### config.mk
export PLATFORM = sky130hd
export DESIGN_NAME = sbmc_cell
export DESIGN_NICKNAME = d
export VERILOG_FILES = /design/src/hdl/shift_beat_match_counter_top_defines.svh /design/src/hdl/sbmc_pkg.sv /design/src/hdl/sbmc_cell.sv
export SDC_FILE = /design/constraint.sdc
export NUM_CORES = 1
export LEC_CHECK = 0
export BUFFER_PORTS_ARGS = -buffer_cell sky130_fd_sc_hd__buf_2
export CELL_PAD_IN_SITES_DETAIL_PLACEMENT = 1
export CELL_PAD_IN_SITES_GLOBAL_PLACEMENT = 2
export CORE_MARGIN = 1
export CORE_UTILIZATION = 22
export DETAILED_ROUTE_END_ITERATION = 6
export GPL_TIMING_DRIVEN = 0
export PLACE_DENSITY_LB_ADDON = 0.15
export SLEW_MARGIN = 5
export SYNTH_ARGS = -nofsm -noshare
export SYNTH_HDL_FRONTEND = slang
export SYNTH_SLANG_ARGS = --single-unit
export TNS_END_PERCENT = 30
### constraint.sdc
create_clock -name aclk -period 2.9 [get_ports aclk]
set_input_delay 0.58 -clock aclk [delete_from_list [all_inputs] [get_ports aclk]]
set_output_delay 0.58 -clock aclk [all_outputs]
set_load 0.05 [all_outputs]
### src/hdl/shift_beat_match_counter_top_defines.svh
// ----------------------------------------------------------------------------
// Shift beat match counter assertion macros
// Concurrent check helpers clocked on aclk and held off during reset.
// ----------------------------------------------------------------------------
`ifndef SHIFT_BEAT_MATCH_COUNTER_TOP_DEFINES_SVH
`define SHIFT_BEAT_MATCH_COUNTER_TOP_DEFINES_SVH

// same-cycle implication
`define SBMC_ASSERT_IMP(name, ante, cons, msg) \
    name: assert property (@(posedge aclk) disable iff (!aresetn) (ante) |-> (cons)) \
        else $error(msg);

// next-cycle implication
`define SBMC_ASSERT_NXT(name, ante, cons, msg) \
    name: assert property (@(posedge aclk) disable iff (!aresetn) (ante) |=> (cons)) \
        else $error(msg);

`endif

### src/hdl/sbmc_pkg.sv
// ----------------------------------------------------------------------------
// Shift beat match counter package
// Shared types, codes and fixed field widths.
// ----------------------------------------------------------------------------
`default_nettype none

package sbmc_pkg;

    localparam int SYM_W     = 2;
    localparam int OFF_W     = 18;
    localparam int CNT_OUT_W = 9;
    localparam int BEAT_W    = 16;
    localparam int APB_ADDR_W = 3;
    localparam int APB_DATA_W = 32;
    localparam int S_DATA_W  = 8;
    localparam int M_DATA_W  = 40;

    localparam logic [BEAT_W-1:0] BEAT_RESET = 16'd532;
    localparam logic [0:0] REG_BEAT_TABLE = 1'b0;

    typedef logic [SYM_W-1:0] sym_t;

    typedef enum logic [1:0] {
        MODE_LOAD  = 2'd0,
        MODE_TEXT  = 2'd1,
        MODE_DRAIN = 2'd2
    } mode_t;

    typedef enum logic [2:0] {
        PH_LOAD  = 3'b001,
        PH_TEXT  = 3'b010,
        PH_DRAIN = 3'b100
    } phase_t;

    typedef struct packed {
        logic shift;
        logic load;
        sym_t sym;
    } cell_ctrl_t;

endpackage

`default_nettype wire

### src/hdl/sbmc_cell.sv
// ----------------------------------------------------------------------------
// Shift beat match counter cell
// Holds one pattern symbol and the running count of one alignment; takes the
// count of its left neighbor and adds its own beat on every text symbol.
// ----------------------------------------------------------------------------
`default_nettype none

module sbmc_cell #(
    parameter int K  = 0,
    parameter int IW = 8,
    parameter int CW = 9
) (
    input  wire                           aclk,
    input  sbmc_pkg::cell_ctrl_t          ctrl,
    input  wire  [sbmc_pkg::BEAT_W-1:0]   beat_table,
    input  wire  [IW-1:0]                 wr_idx,
    input  wire  [CW-1:0]                 cnt_in,
    output logic [CW-1:0]                 cnt_out
);
    import sbmc_pkg::*;

    sym_t          pat_reg;
    logic [CW-1:0] cnt_reg;
    logic [CW-1:0] cnt_next;
    logic          beat;

    assign beat     = beat_table[{pat_reg, ctrl.sym}];
    assign cnt_next = cnt_in + CW'(beat);
    assign cnt_out  = cnt_reg;

    always_ff @(posedge aclk) begin
        if (ctrl.load && (wr_idx == IW'(K))) begin
            pat_reg <= ctrl.sym;
        end
        if (ctrl.shift) begin
            cnt_reg <= cnt_next;
        end
    end

endmodule

`default_nettype wire

==> metrics.md <==
| Metric | Value |
|---|---|
| Status | `complete, no violations` |
| Share of power burned in registers | `47.8%` |
| Top post-synthesis cells by area | `edfxtp_1, mux4_1, xnor2_1, mux2i_1, xor2_1` |
| CP Launch Type | `primary input` |
| Total I/O pin count | `47` |
| Synth Net Count | `79` |
| YS warnings | `0` |
| CP required | `2.90 ns` |
| DRC Markers | `0` |
| Net Switching | `0.118 mW` |
| Internal power | `0.284 mW` |
| Grt ovf | `0` |
| FMAX | `427 MHz` |
| Clock sink count | `11` |
| Worst-skew pair later-pin latency | `0.26 ns` |
| Core area | `2570 um^2` |
| Vias in the first global route | `581` |
| Switching part of the total | `29.3%` |
| Worst-Margin Slew | `0.490 ns` |
| Chip height | `55.0 um` |
| Final setup vio count | `0` |
| Detailed Route Iter0 Violations | `7` |
| WP data arrival | `2.34 ns` |
| Initial antenna violation count | `0` |
| Wirelength, routed | `1360 um` |
| Endpoint class of the critical path | `register` |
| DIE AREA | `3020 um^2` |
| Initial Util | `24.0%` |
| Unique masters post-synth | `14` |
| Crit Path Max Fanout | `5` |
| CTS Root Cell | `clkbuf_4` |
| RSZ-0062 raised after global routing | `false` |
| Synth area leader | `edfxtp_1` |
| Dpl cell area | `885 um^2` |
| Pre-antenna DRT Iters | `2` |
| Netlist Area Pre-Place | `617 um^2` |
| GR Util All Layers | `10.9%` |
| Final Critical Period | `2.34 ns` |
| Clock Skew | `0.00889 ns` |
| Final number of max-transition violations | `0` |
| Total number of vias | `545` |
| Die width | `55.0 um` |
| Number of flip-flops in the largest register | `9` |
| Max Root-Sink Buffers | `2` |
| Top cell type's share of synthesized area | `53.5%` |
| Cell Pwr Density | `441 nW/um^2` |
| Asr flop ratio synth | `0%` |
| Max-cap violations | `0` |
| Hold buffer count at CTS | `0` |
| Mapped Cells | `39` |
| PortBufs | `46` |
| Tcrit/Tclk final | `80.7%` |
| Syn-to-layout area delta | `47.7%` |
| Comb pwr share | `27.5%` |
| Post-synth EDFFs | `11` |
| Hold Fails Final Rpt | `0` |
| First-pass GRT wire length | `2210 um` |
| CTS tree | `built` |
| Post-synth top cells | `edfxtp_1, mux4_1, xnor2_1` |
| Top FF cell, synth | `edfxtp_1` |
| Clock power share | `24.7%` |
| Max_slew headroom | `67.0%` |
| Fin Hold WS | `0.567 ns` |
| Post-Layout Cell Count | `119` |
| Nets@finish | `130` |
| Antenna Nets Post-Route | `0` |
| Routed vias/inst | `4.58` |
| Clock transition at the registers of the reported paths | `0.07 ns` |
| H-tree levels | `1` |
| Std cell rows | `18` |
| Type of the worst setup path | `in -> reg` |
| GP Congestion | `0.697` |
| Synth Area per Inst | `15.8 um^2` |
| Antenna Cells | `0` |
| CTS resizes | `0` |
| Most common cell in the netlist | `edfxtp_1` |
| Share of cells above drive strength 1 | `55.1%` |
| Sequential share of the synthesized area | `53.5%` |
| VDD IR-drop max | `198 uV` |
| Worst hold path class | `in -> reg` |
| Post-DP HPWL | `1260 um` |
| Largest net degree at the start of global routing | `10` |
| Setup Buffers After CTS | `0` |
| Sum of negative setup slack | `0 ns` |
| Total CTS buffers | `3` |
| Finished Cell Area | `911 um^2` |
| Avg WL per Cell | `11.5 um` |
| Leak pwr | `0.418 nW` |
| Yosys reg bits | `11` |
| DP Cell Count | `115` |
-- through the flow --
| stage | power (mW) | setup slack, ns | utilization (%) |
|---|---|---|---|
| after floorplan | 0.263 | 0.610 | - |
| after global placement | 0.306 | 0.260 | 34.5 |
| after detailed placement | 0.308 | 0.263 | 34.5 |
| after CTS | 0.409 | 0.538 | 35.5 |
| after global routing | 0.427 | 0.452 | 35.5 |
| final | 0.402 | 0.560 | 35.5 |
-- metal layers --
layer | global-route usage, % | vias up | wire (um)
met2 | 20.1 | 40 | 685
met4 | 5.00 | 0 | 6
met5 | 0 | - | 0
met3 | 6.56 | 2 | 198
li1 | - | 260 | -
met1 | 9.15 | 243 | 473
-- cell type report --
| type | instances | area, um^2 |
|---|---|---|
| sequential | 11 | 330 |
| multi-input combinational | 28 | 287 |
| fill | 312 | 1660 |
| clock buffer | 4 | 26.3 |
| tap | 30 | 37.5 |
| timing repair buffer | 46 | 230 |
-- worst max-delay path, cell delays in order --
cell and delay, ns:
buf_2 0.15, mux4_1 0.57, mux2i_1 0.15, mux2i_1 0.09, ha_1 0.22, ha_1 0.21
nand3_1 0.14, nor3_1 0.09, xor2_1 0.14
-- cells in the final DEF, fill, tap and decap left out --
cell,netlist,routed
nand2_1,3,3
nand3b_1,1,1
clkbuf_1,0,1
xor2_1,3,3
nand3_1,2,2
nor4_1,2,2
mux2i_1,3,3
ha_1,2,2
nand4_1,1,1
buf_2,0,46
nor3_1,1,1
edfxtp_1,11,11
xnor2_1,4,4
and4_1,1,1
nor2_1,1,1
mux4_1,4,4
clkbuf_4,0,3
-- path summary, 6_finish.rpt --
check / from / to / slack (ns) / cells after the start
worst max register to register: pat_reg[1] / cnt_out[8] / 1.03 / 7
worst max-delay path: ctrl[0] / cnt_out[8] / 0.56 / 9
worst min register to register: pat_reg[0] / cnt_out[0] / 0.78 / 2
worst min-delay path: ctrl[1] / pat_reg[1] / 0.57 / 1
-- cell families (layout without fill, tap and decap cells) --
logic type / count (synthesis) / in the layout / synth area share [%]
buffers and inverters: 0 / 50 / 0
multiplexers: 7 / 7 / 21.9
AND/OR/NAND/NOR: 12 / 12 / 10.5
XOR/XNOR: 7 / 7 / 9.94
flip-flops: 11 / 11 / 53.6
adder cells (fa/ha/maj): 2 / 2 / 4.06
-- power by group through the flow --
stage,Combinational (mW),Sequential [mW],Clock [mW]
after CTS,0.112,0.193,0.104
after detailed placement,0.112,0.196,0
after global placement,0.111,0.195,0
after floorplan,0.0216,0.241,0
final,0.111,0.192,0.0992
after global routing,0.120,0.194,0.113
Note: power is estimated with default switching activity, not from simulation.
