File: config.mk
export PLATFORM = sky130hd
export DESIGN_NAME = sbmc_apb
export DESIGN_NICKNAME = d
export VERILOG_FILES = /design/src/hdl/shift_beat_match_counter_top_defines.svh /design/src/hdl/sbmc_pkg.sv /design/src/hdl/sbmc_apb.sv
export SDC_FILE = /design/constraint.sdc
export NUM_CORES = 1
export LEC_CHECK = 0
export BUFFER_PORTS_ARGS = -buffer_cell sky130_fd_sc_hd__buf_2
export CAP_MARGIN = 20
export CORE_MARGIN = 10
export CORE_UTILIZATION = 32
export DETAILED_ROUTE_END_ITERATION = 10
export HOLD_SLACK_MARGIN = 0.06
export MAX_ROUTING_LAYER = met4
export PLACE_DENSITY = 0.83
export SLEW_MARGIN = 20
export SYNTH_ARGS = -nofsm -noshare
export SYNTH_HDL_FRONTEND = slang
export SYNTH_SLANG_ARGS = --single-unit
File: constraint.sdc
create_clock -name aclk -period 0.8 [get_ports aclk]
set_input_delay 0.08 -clock aclk [delete_from_list [all_inputs] [get_ports aclk]]
set_output_delay 0.08 -clock aclk [all_outputs]
set_load 0.02 [all_outputs]
File: src/hdl/shift_beat_match_counter_top_defines.svh
// ----------------------------------------------------------------------------
// Shift beat match counter assertion macros
// Concurrent check helpers clocked on aclk and held off during reset.
// ----------------------------------------------------------------------------
`ifndef SHIFT_BEAT_MATCH_COUNTER_TOP_DEFINES_SVH
`define SHIFT_BEAT_MATCH_COUNTER_TOP_DEFINES_SVH

// same-cycle implication
`define SBMC_ASSERT_IMP(name, ante, cons, msg) \
    name: assert property (@(posedge aclk) disable iff (!aresetn) (ante) |-> (cons)) \
        else $error(msg);

// next-cycle implication
`define SBMC_ASSERT_NXT(name, ante, cons, msg) \
    name: assert property (@(posedge aclk) disable iff (!aresetn) (ante) |=> (cons)) \
        else $error(msg);

`endif

File: src/hdl/sbmc_pkg.sv
// ----------------------------------------------------------------------------
// Shift beat match counter package
// Shared types, codes and fixed field widths.
// ----------------------------------------------------------------------------
`default_nettype none

package sbmc_pkg;

    localparam int SYM_W     = 2;
    localparam int OFF_W     = 18;
    localparam int CNT_OUT_W = 9;
    localparam int BEAT_W    = 16;
    localparam int APB_ADDR_W = 3;
    localparam int APB_DATA_W = 32;
    localparam int S_DATA_W  = 8;
    localparam int M_DATA_W  = 40;

    localparam logic [BEAT_W-1:0] BEAT_RESET = 16'd532;
    localparam logic [0:0] REG_BEAT_TABLE = 1'b0;

    typedef logic [SYM_W-1:0] sym_t;

    typedef enum logic [1:0] {
        MODE_LOAD  = 2'd0,
        MODE_TEXT  = 2'd1,
        MODE_DRAIN = 2'd2
    } mode_t;

    typedef enum logic [2:0] {
        PH_LOAD  = 3'b001,
        PH_TEXT  = 3'b010,
        PH_DRAIN = 3'b100
    } phase_t;

    typedef struct packed {
        logic shift;
        logic load;
        sym_t sym;
    } cell_ctrl_t;

endpackage

`default_nettype wire

File: src/hdl/sbmc_apb.sv
// ----------------------------------------------------------------------------
// Shift beat match counter register port
// Holds the beat relation table behind a simple APB slave.
// ----------------------------------------------------------------------------
`default_nettype none

module sbmc_apb (
    input  wire                                aclk,
    input  wire                                aresetn,
    input  wire                                psel,
    input  wire                                penable,
    input  wire                                pwrite,
    input  wire  [sbmc_pkg::APB_ADDR_W-1:0]    paddr,
    input  wire  [sbmc_pkg::APB_DATA_W-1:0]    pwdata,
    output logic [sbmc_pkg::APB_DATA_W-1:0]    prdata,
    output logic                               pready,
    output logic [sbmc_pkg::BEAT_W-1:0]        beat_table
);
    import sbmc_pkg::*;

    logic [BEAT_W-1:0] beat_reg;
    logic              hit;

    assign pready     = 1'b1;
    assign hit        = (paddr[APB_ADDR_W-1:2] == REG_BEAT_TABLE);
    assign beat_table = beat_reg;
    assign prdata     = hit ? APB_DATA_W'(beat_reg) : '0;

    always_ff @(posedge aclk) begin
        if (!aresetn) begin
            beat_reg <= BEAT_RESET;
        end else if (psel && penable && pwrite && pready && hit) begin
            beat_reg <= pwdata[BEAT_W-1:0];
        end
    end

endmodule

`default_nettype wire

==> impl_results.md, run 1 <==
- Status: finished, violations left
- Failing checks: setup timing
- Yosys warning count: 0
- Max-cap violation count: 0
- DP Area: ~1200 µm²
- Critical path launch point type: flop
- Min-Delay Path Class: input pin to flop
- N_diodes: 0
- Min setup slack post-route: -0.230 ns
- Distinct cells, synth: 11
- Commonest non-fill, non-tap cell in the layout: buf_6
- Remaining DRCs: 0
- Vias in the first global route: between 900 and 1000
- Drt via density: ~4.3
- Setup slack, reg-to-reg: about 0.02 ns
- Clock Path Buffers: 2
- HP Start: aresetn
- CTS tree: built
- H-tree depth: 1
- Worst-path clk slew: 0.10 ns
- Crit end category: output pin
- First-pass GRT wire length: 4820 µm
- Pre-CTS WS: -0.169 ns
- Largest area contributor in the netlist: dfxtp_1
- Hold WS: approximately 0.11 ns
- Nets@finish: ~240
- Max reg flops: 16
- HPWL Detailed: around 2100 µm
- Die Span X: roughly 74 µm
- Layout area overhead: 98.9%
- Design Power: between 0.0015 and 0.002 W
- Routability cong.: slightly above 0.7
- Initial antenna violation count: 0
- I/O pin count: between 80 and 90
- Fin. Hold Viols: 0
- Initial DRC count: 8
- Hold Crit Endpoint: beat_table[7]$_SDFFE_PN0P_
- Largest net degree at the start of global routing: 17
- Share of layout cells above drive strength 1: 0.593
- Minimum clock period: just over 1 ns
- Fill count: 227
- FF-to-FF path depth: 4
- RSZ-0062 raised after global routing: true
- Mapped Cells: roughly 110
- Starting Density: 0.334
- FP Rows: 19
- Final setup fails: 32
- Commonest cells after routing, fill and taps aside: buf_6 (43), nand2_1 (23), buf_2 (21), conb_1 (17)
- Crit Path Category: flop to output pin
- Post-Syn Area: between 900 and 1000 µm²
- GRT overflow: 0
- Clk_skew: 0 ns
- Worst reg2reg endpoint: beat_table[14]$_SDFFE_PN0P_
- Syn_area_per_cell: a little under 9 µm²
- IO buf count: between 50 and 60
- Top cell type's share of synthesized area: 0.347
- WL final: 3350 µm
- Crit Path Max Fanout: 2
- Worst-Skew Late Latency: approximately 0.29 ns
- Fmax: roughly 1000 MHz
- Tcrit/Tclk final: 1.29
- Pwr/cell area: approximately 1000 nW/µm²
- DIE HEIGHT: roughly 74 µm
- TNS Setup: -5.29 ns
- Final ANT Viol Nets: 0
- Reg2reg start: beat_table[14]$_SDFFE_PN0P_
- TritonRoute pass-1 iters: 3
- Yosys reg bits: 16
- Synth area leaders: dfxtp_1 (35%), mux2i_1 (17%), buf_4 (14%)
- Pleak: ~0.86 nW
- Clock Sinks: 16
- VDD IR max: approximately 840 µV
- Hold Crit Depth: 3
- CTS root buffer: clkbuf_4
- Total global-route track usage: 0.118
- Die footprint: approximately 5400 µm²
- Average wire per standard cell: between 10 and 15 µm
- Total CTS buffers: 3
- Crit path DAT: 0.95 ns
- Crit path required time: ~0.72 ns
- Fin. max-slew vios: 0
- Vias: between 900 and 1000
- Core area: approximately 2800 µm²
- Sequential area share after synthesis: 0.347
- Post-route cell area: ~1800 µm²
worst max-delay path by stage:
stage	cells after the start	endpoint	slack [ns]	from
after floorplan	4	beat_table[0]$_SDFFE_PN0P_	-0.02	paddr[2]
after global placement	4	beat_table[3]$_SDFFE_PN0P_	-0.11	paddr[2]
after detailed placement	4	beat_table[10]$_SDFFE_PN0P_	-0.17	paddr[2]
after CTS	2	prdata[3]	-0.23	beat_table[3]$_SDFFE_PN0P_
after global routing	2	prdata[1]	-0.27	beat_table[1]$_SDFFE_PN0P_
final	2	prdata[3]	-0.23	beat_table[3]$_SDFFE_PN0P_
repair_timing:
item,CTS,global route
hold buffers,16,0
gates resized for setup,90,12
setup endpoints to repair,32,32
hold endpoints to repair,16,0
buffers inserted,9,9
report_power, final:
part / internal [W] / switching (W) / total (W)
logic: 0.000251 / 0.000256 / 0.000507
clock network: 0.000278 / 0.000273 / 0.000550
registers: 0.000817 / 0.0000139 / 0.000831
stage by stage:
stage / utilization / cells
floorplan: - / 121
global placement: 0.433 / 187
detailed placement: 0.433 / 187
CTS: 0.625 / 216
global route: 0.665 / 225
finish: 0.665 / 225
metal layers:
metal  vias to the layer above  share of wire  track usage
met5                         -              0            -
met4                         0          0.025       0.0642
met3                         6          0.062       0.0256
met2                        41           0.55        0.212
met1                       437           0.36        0.115
li1                        473              -            -
logic make-up (layout without fill, tap and decap cells):
family / after synthesis / in the layout / synth area share
mux: 16 / 16 / 0.174
buf+inv: 23 / 96 / 0.189
simple gates: 49 / 49 / 0.282
other cells: 2 / 17 / 0.00814
flops: 16 / 16 / 0.347
critical path, cell delays in order, from the launching register on:
cell and delay, ns:
dfxtp_2 0.34, and2b_2 0.19, buf_6 0.13
layout make-up:
class	count	area, µm²	share of cell area
Tap cell	31	38.8	0.0211
Multi-Input combinational cell	82	567	0.309
Clock buffer	4	36.3	0.0198
Sequential cell	16	340	0.186
Timing Repair Buffer	92	852	0.465
Yosys cell counts, drive strengths merged:
| cell type | count |
|---|---|
| and4b | 1 |
| nor2b | 16 |
| dfxtp | 16 |
| and2b | 6 |
| conb | 2 |
| clkbuf | 4 |
| buf | 19 |
| mux2i | 16 |
| nand2 | 26 |
Power figures use the tool's default switching activity.
==> run 2, diff against run 1 <==
--- a/config.mk
+++ b/config.mk
@@ -8,11 +8,11 @@
 export BUFFER_PORTS_ARGS = -buffer_cell sky130_fd_sc_hd__buf_2
 export CAP_MARGIN = 20
 export CORE_MARGIN = 10
-export CORE_UTILIZATION = 32
+export CORE_UTILIZATION = 36
 export DETAILED_ROUTE_END_ITERATION = 10
 export HOLD_SLACK_MARGIN = 0.06
 export MAX_ROUTING_LAYER = met4
-export PLACE_DENSITY = 0.83
+export PLACE_DENSITY = 0.88
 export SLEW_MARGIN = 20
 export SYNTH_ARGS = -nofsm -noshare
 export SYNTH_HDL_FRONTEND = slang
==> constraint.sdc (replaced) <==
create_clock -name aclk -period 1.1 [get_ports aclk]
set_input_delay 0.11 -clock aclk [delete_from_list [all_inputs] [get_ports aclk]]
set_output_delay 0.11 -clock aclk [all_outputs]
set_load 0.02 [all_outputs]
==> impl_results.md, run 2 (same netlist as run 1, synthesis figures left out) <==
- N_diodes: 0
- Non-Filler Instances: 207
- HPWL Detailed: slightly above 2000 µm
- FP Rows: 18
- Worst path max stage delay: 0.33 ns
- Post-route cell area: between 1000 and 1500 µm²
- Final setup fails: 0
- Critical-path cell list: and2b_2 > buf_2
- Fmax: roughly 940 MHz
- Average wire per standard cell: around 14 µm
- First-pass GRT wire length: about 4400 µm
- Minimum clock period: between 1 and 1.5 ns
- Clock Path Buffers: 2
- GRT overflow: 0
- CTS root buffer: clkbuf_4
- Clock Sinks: 16
- Seq pwr share: 0.468
- Tcrit/Tclk final: 0.968
- Slowest cell on the critical path: dfxtp_1
- DP Area: about 1200 µm²
- Final ANT Viol Nets: 0
- Vias: ~870
- Commonest cells after routing, fill and taps aside: buf_2 (39), nand2_1 (26), conb_1 (17), buf_4 (17), mux2i_1 (16)
- DP Cell Count: between 150 and 200
- Status: finished, final reports clean
- Crit path DAT: ~0.95 ns
- Comb power frac: 0.231
- Int Power: approximately 0.00093 W
- Die Span X: 70.6 µm
- Initial DRC count: 30
- Worst-path clk slew: about 0.09 ns
- Total CTS buffers: 3
- WL final: roughly 2800 µm
- Vias in the first global route: about 960
- Sw frac: 0.279
- Crit end category: output pin
- Nets@finish: between 200 and 250
- Critical path launch point type: flop
- Core area: 2450 µm²
- Starting Density: 0.376
- Largest net degree at the start of global routing: 20
- Share of layout cells above drive strength 1: 0.497
- Crit path required time: a little under 1 ns
- VDD IR max: just over 700 µV
- RSZ-0062 raised after global routing: true
- Max-cap violation count: 0
- CTS tree: built
- Fin. max-slew vios: 0
- DIE HEIGHT: 70.6 µm
- I/O pin count: 89
- Clock power frac: 0.301
- Die footprint: between 4000 and 5000 µm²
- H-tree depth: 1
- Total global-route track usage: 0.107
- Min-Delay Path Class: input pin to flop
- Crit Path Max Fanout: 3
- Routability cong.: approximately 0.72
- Remaining DRCs: 0
- Clk_skew: 0 ns
- Initial antenna violation count: 0
- TritonRoute pass-1 iters: 2
- Worst Path Buf+Inv: 1
- Pleak: 0.717 nW
- Drt via density: ~4.2
- Fin. Hold Viols: 0
- Worst-Skew Late Latency: approximately 0.28 ns
- Psw: between 0.0003 and 0.0004 W
- Commonest non-fill, non-tap cell in the layout: buf_2
- Crit Path Category: flop to output pin
- Pwr/cell area: roughly 890 nW/µm²
- IO buf count: 53
- Setup slack, reg-to-reg: ~0.43 ns
- Layout area overhead: 56.9%
- Max reg flops: 16
- CP top delay family: flip-flops
## run 2: layer usage
layer | GRT usage | wire (µm)
met5 | - | 0
met4 | 0.0129 | 0
met3 | 0.0558 | 257
met2 | 0.193 | 1500
met1 | 0.102 | 1090
## run 2: final cells by class
cell class | count | area, µm²
clock buffer | 4 | 36.3
fill | 244 | 1010
multi-input combinational | 82 | 499
sequential | 16 | 337
tap | 30 | 37.5
timing repair buffer | 75 | 537
## run 2: path summary, 6_finish.rpt
check	startpoint	end	cells after the start
worst max-delay path	beat_table[13]$_SDFFE_PN0P_	prdata[13]	2
worst min-delay path	pwdata[9]	beat_table[9]$_SDFFE_PN1P_	3
worst max register to register	beat_table[14]$_SDFFE_PN0P_	beat_table[14]$_SDFFE_PN0P_	3
worst min register to register	beat_table[7]$_SDFFE_PN0P_	beat_table[7]$_SDFFE_PN0P_	2
## run 2: stage by stage
step                power (W)  utilization  setup slack (ns)  hold WS [ns]  setup TNS (ns)
detailed placement   0.000850        0.470             0.123         0.362               0
global route          0.00136        0.589           -0.0193        0.0751         -0.0301
CTS                   0.00128        0.535           0.00809        0.0604               0
finish                0.00129        0.589            0.0357        0.0766               0
floorplan            0.000813            -             0.184         0.252               0
global placement     0.000846        0.470             0.160         0.358               0
## run 2: tightest hold or removal path, cell delays in order
cell and delay, ns:
buf_2 0.07, nor2b_1 0.03, mux2i_1 0.11
## run 2: repair_timing
| action | 4_1_cts | 5_1_grt |
|---|---|---|
| hold buffers | 12 | 2 |
| hold endpoints to repair | 12 | 2 |
| endpoints found under the setup margin | 1 | 15 |
| buffers inserted | 0 | 5 |
| gates resized for setup | 1 | 35 |
## run 2: power groups by stage
| stage | clock, W | combinational, W | sequential (W) |
|---|---|---|---|
| 5_1_grt | 0.000438 | 0.000322 | 0.000604 |
| 3_5_place_dp | 0 | 0.000236 | 0.000614 |
| 2_1_floorplan | 0 | 0.000185 | 0.000629 |
| 6_report | 0.000387 | 0.000297 | 0.000601 |
| 4_1_cts | 0.000410 | 0.000271 | 0.000600 |
| 3_3_place_gp | 0 | 0.000233 | 0.000613 |
==> run 3, diff against run 2 <==
--- a/config.mk
+++ b/config.mk
@@ -8,11 +8,11 @@
 export BUFFER_PORTS_ARGS = -buffer_cell sky130_fd_sc_hd__buf_2
 export CAP_MARGIN = 20
 export CORE_MARGIN = 10
-export CORE_UTILIZATION = 36
+export CORE_UTILIZATION = 38
 export DETAILED_ROUTE_END_ITERATION = 10
 export HOLD_SLACK_MARGIN = 0.06
 export MAX_ROUTING_LAYER = met4
-export PLACE_DENSITY = 0.88
+export PLACE_DENSITY = 0.92
 export SLEW_MARGIN = 20
 export SYNTH_ARGS = -nofsm -noshare
 export SYNTH_HDL_FRONTEND = slang
==> constraint.sdc (replaced) <==
create_clock -name aclk -period 1.3 [get_ports aclk]
set_input_delay 0.13 -clock aclk [delete_from_list [all_inputs] [get_ports aclk]]
set_output_delay 0.13 -clock aclk [all_outputs]
set_load 0.02 [all_outputs]
==> impl_results.md, run 3 (same netlist as run 1, synthesis figures left out) <==
- Status: finished, final reports clean
- Core area: between 2000 and 2500 µm²
- First-pass GRT wire length: 3880 µm
- Crit Path Category: flop to output pin
- Hold WS: 0.0846 ns
- Max-cap violation count: 0
- Worst Path Buf+Inv: 1
- Largest net degree at the start of global routing: 20
- Vias in the first global route: around 840
- TritonRoute pass-1 iters: 2
- N_diodes: 0
- Fmax: just over 900 MHz
- Worst-Skew Late Latency: between 0.2 and 0.3 ns
- Worst path max stage delay: between 0.3 and 0.4 ns
- Critical path launch point type: flop
- GRT overflow: 0
- Commonest cells after routing, fill and taps aside: buf_2 (53), nand2_1 (26), conb_1 (17)
- Crit end category: output pin
- Die Span X: just under 70 µm
- Final ANT Viol Nets: 0
- Crit Path Max Fanout: 3
- Clk_skew: 0 ns
- Layout area overhead: 27.5%
- Routability cong.: approximately 0.73
- Pwr/cell area: around 870 nW/µm²
- Share of layout cells above drive strength 1: 0.418
- H-tree depth: 1
- Crit path DAT: ~0.96 ns
- HPWL Detailed: just under 2000 µm
- Initial DRC count: 28
- Max reg flops: 16
- Pleak: 0.616 nW
- Fin. max-slew vios: 0
- Crit path required time: around 1.2 ns
- TNS Setup: 0 ns
- Fill count: ~230
- WL final: about 2300 µm
- Starting Density: 0.409
- Post-CTS Repair Setup Buffers: 0
- Initial antenna violation count: 0
- VDD IR max: between 400 and 500 µV
- RSZ-0062 raised after global routing: false
- CTS hold repair buffers: 0
- CTS resizes: 0
- FP Rows: 17
- IO buf count: 53
- Minimum clock period: 1.09 ns
- Total CTS buffers: 3
- DIE HEIGHT: 69.3 µm
- I/O pin count: around 90
- Tcrit/Tclk final: 0.842
- Worst-path clk slew: around 0.090 ns
- Final setup fails: 0
- Final Util: 0.522
- CTS tree: built
- Vias: 790
- Design Power: around 0.0010 W
- Remaining DRCs: 0
- Average wire per standard cell: 12.4 µm
- Clock Sinks: 16
- Commonest non-fill, non-tap cell in the layout: buf_2
- Clock Path Buffers: 2
- Die footprint: roughly 4800 µm²
- Fin. Hold Viols: 0
- Min-Delay Path Class: input pin to flop
- Slowest cell on the critical path: dfxtp_1
- CTS root buffer: clkbuf_4
- Nets@finish: 199
- CP top delay family: flip-flops
- Drt via density: around 4.2
- Total global-route track usage: 0.0969
- Critical-path cell list: nor2b_1 > buf_2
## run 3: through the flow
step	worst slack, ns	instances	instance area [µm²]
after global routing	0.108	186	1180
after CTS	0.161	186	1180
after global placement	0.337	182	1140
after floorplan	0.364	121	978
final	0.206	186	1180
after detailed placement	0.322	182	1140
## run 3: tightest hold or removal path, delay by kind of cell
family,cells,cell delay [ns]
buffers and inverters,1,0.09
multiplexers,1,0.05
AND/OR/NAND/NOR,1,0.04
## run 3: layout make-up
| type | instances | area [µm²] | share of cell area |
|---|---|---|---|
| multi-input cells | 82 | 484 | 0.412 |
| flip-flops and latches | 16 | 320 | 0.272 |
| repair buffers | 56 | 300 | 0.255 |
| clock buffers | 4 | 36.3 | 0.0309 |
| well taps | 28 | 35.0 | 0.0298 |
## run 3: layer usage
layer | track usage | vias to the layer above | wire length [µm]
li1 | - | 405 | -
met1 | 0.104 | 340 | 1030
met2 | 0.159 | 43 | 1060
met3 | 0.0371 | 2 | 192
met4 | 0.0333 | 0 | 9
met5 | - | - | 0
## run 3: report_power, final
part	total (W)	internal [W]	switching, W
combinational	0.000194	0.0000685	0.000126
clock	0.000320	0.000170	0.000150
sequential	0.000507	0.000501	0.00000655
total	0.00102	0.000739	0.000282
## run 3: worst paths after layout
check / slack (ns) / cells past startpoint / end / start
worst max register to register: 0.68 / 2 / beat_table[2]$_SDFFE_PN1P_ / beat_table[2]$_SDFFE_PN1P_
worst min register to register: 0.47 / 2 / beat_table[6]$_SDFFE_PN0P_ / beat_table[6]$_SDFFE_PN0P_
worst min-delay path: 0.08 / 3 / beat_table[1]$_SDFFE_PN0P_ / pwdata[1]
worst max-delay path: 0.21 / 2 / prdata[10] / beat_table[10]$_SDFFE_PN0P_
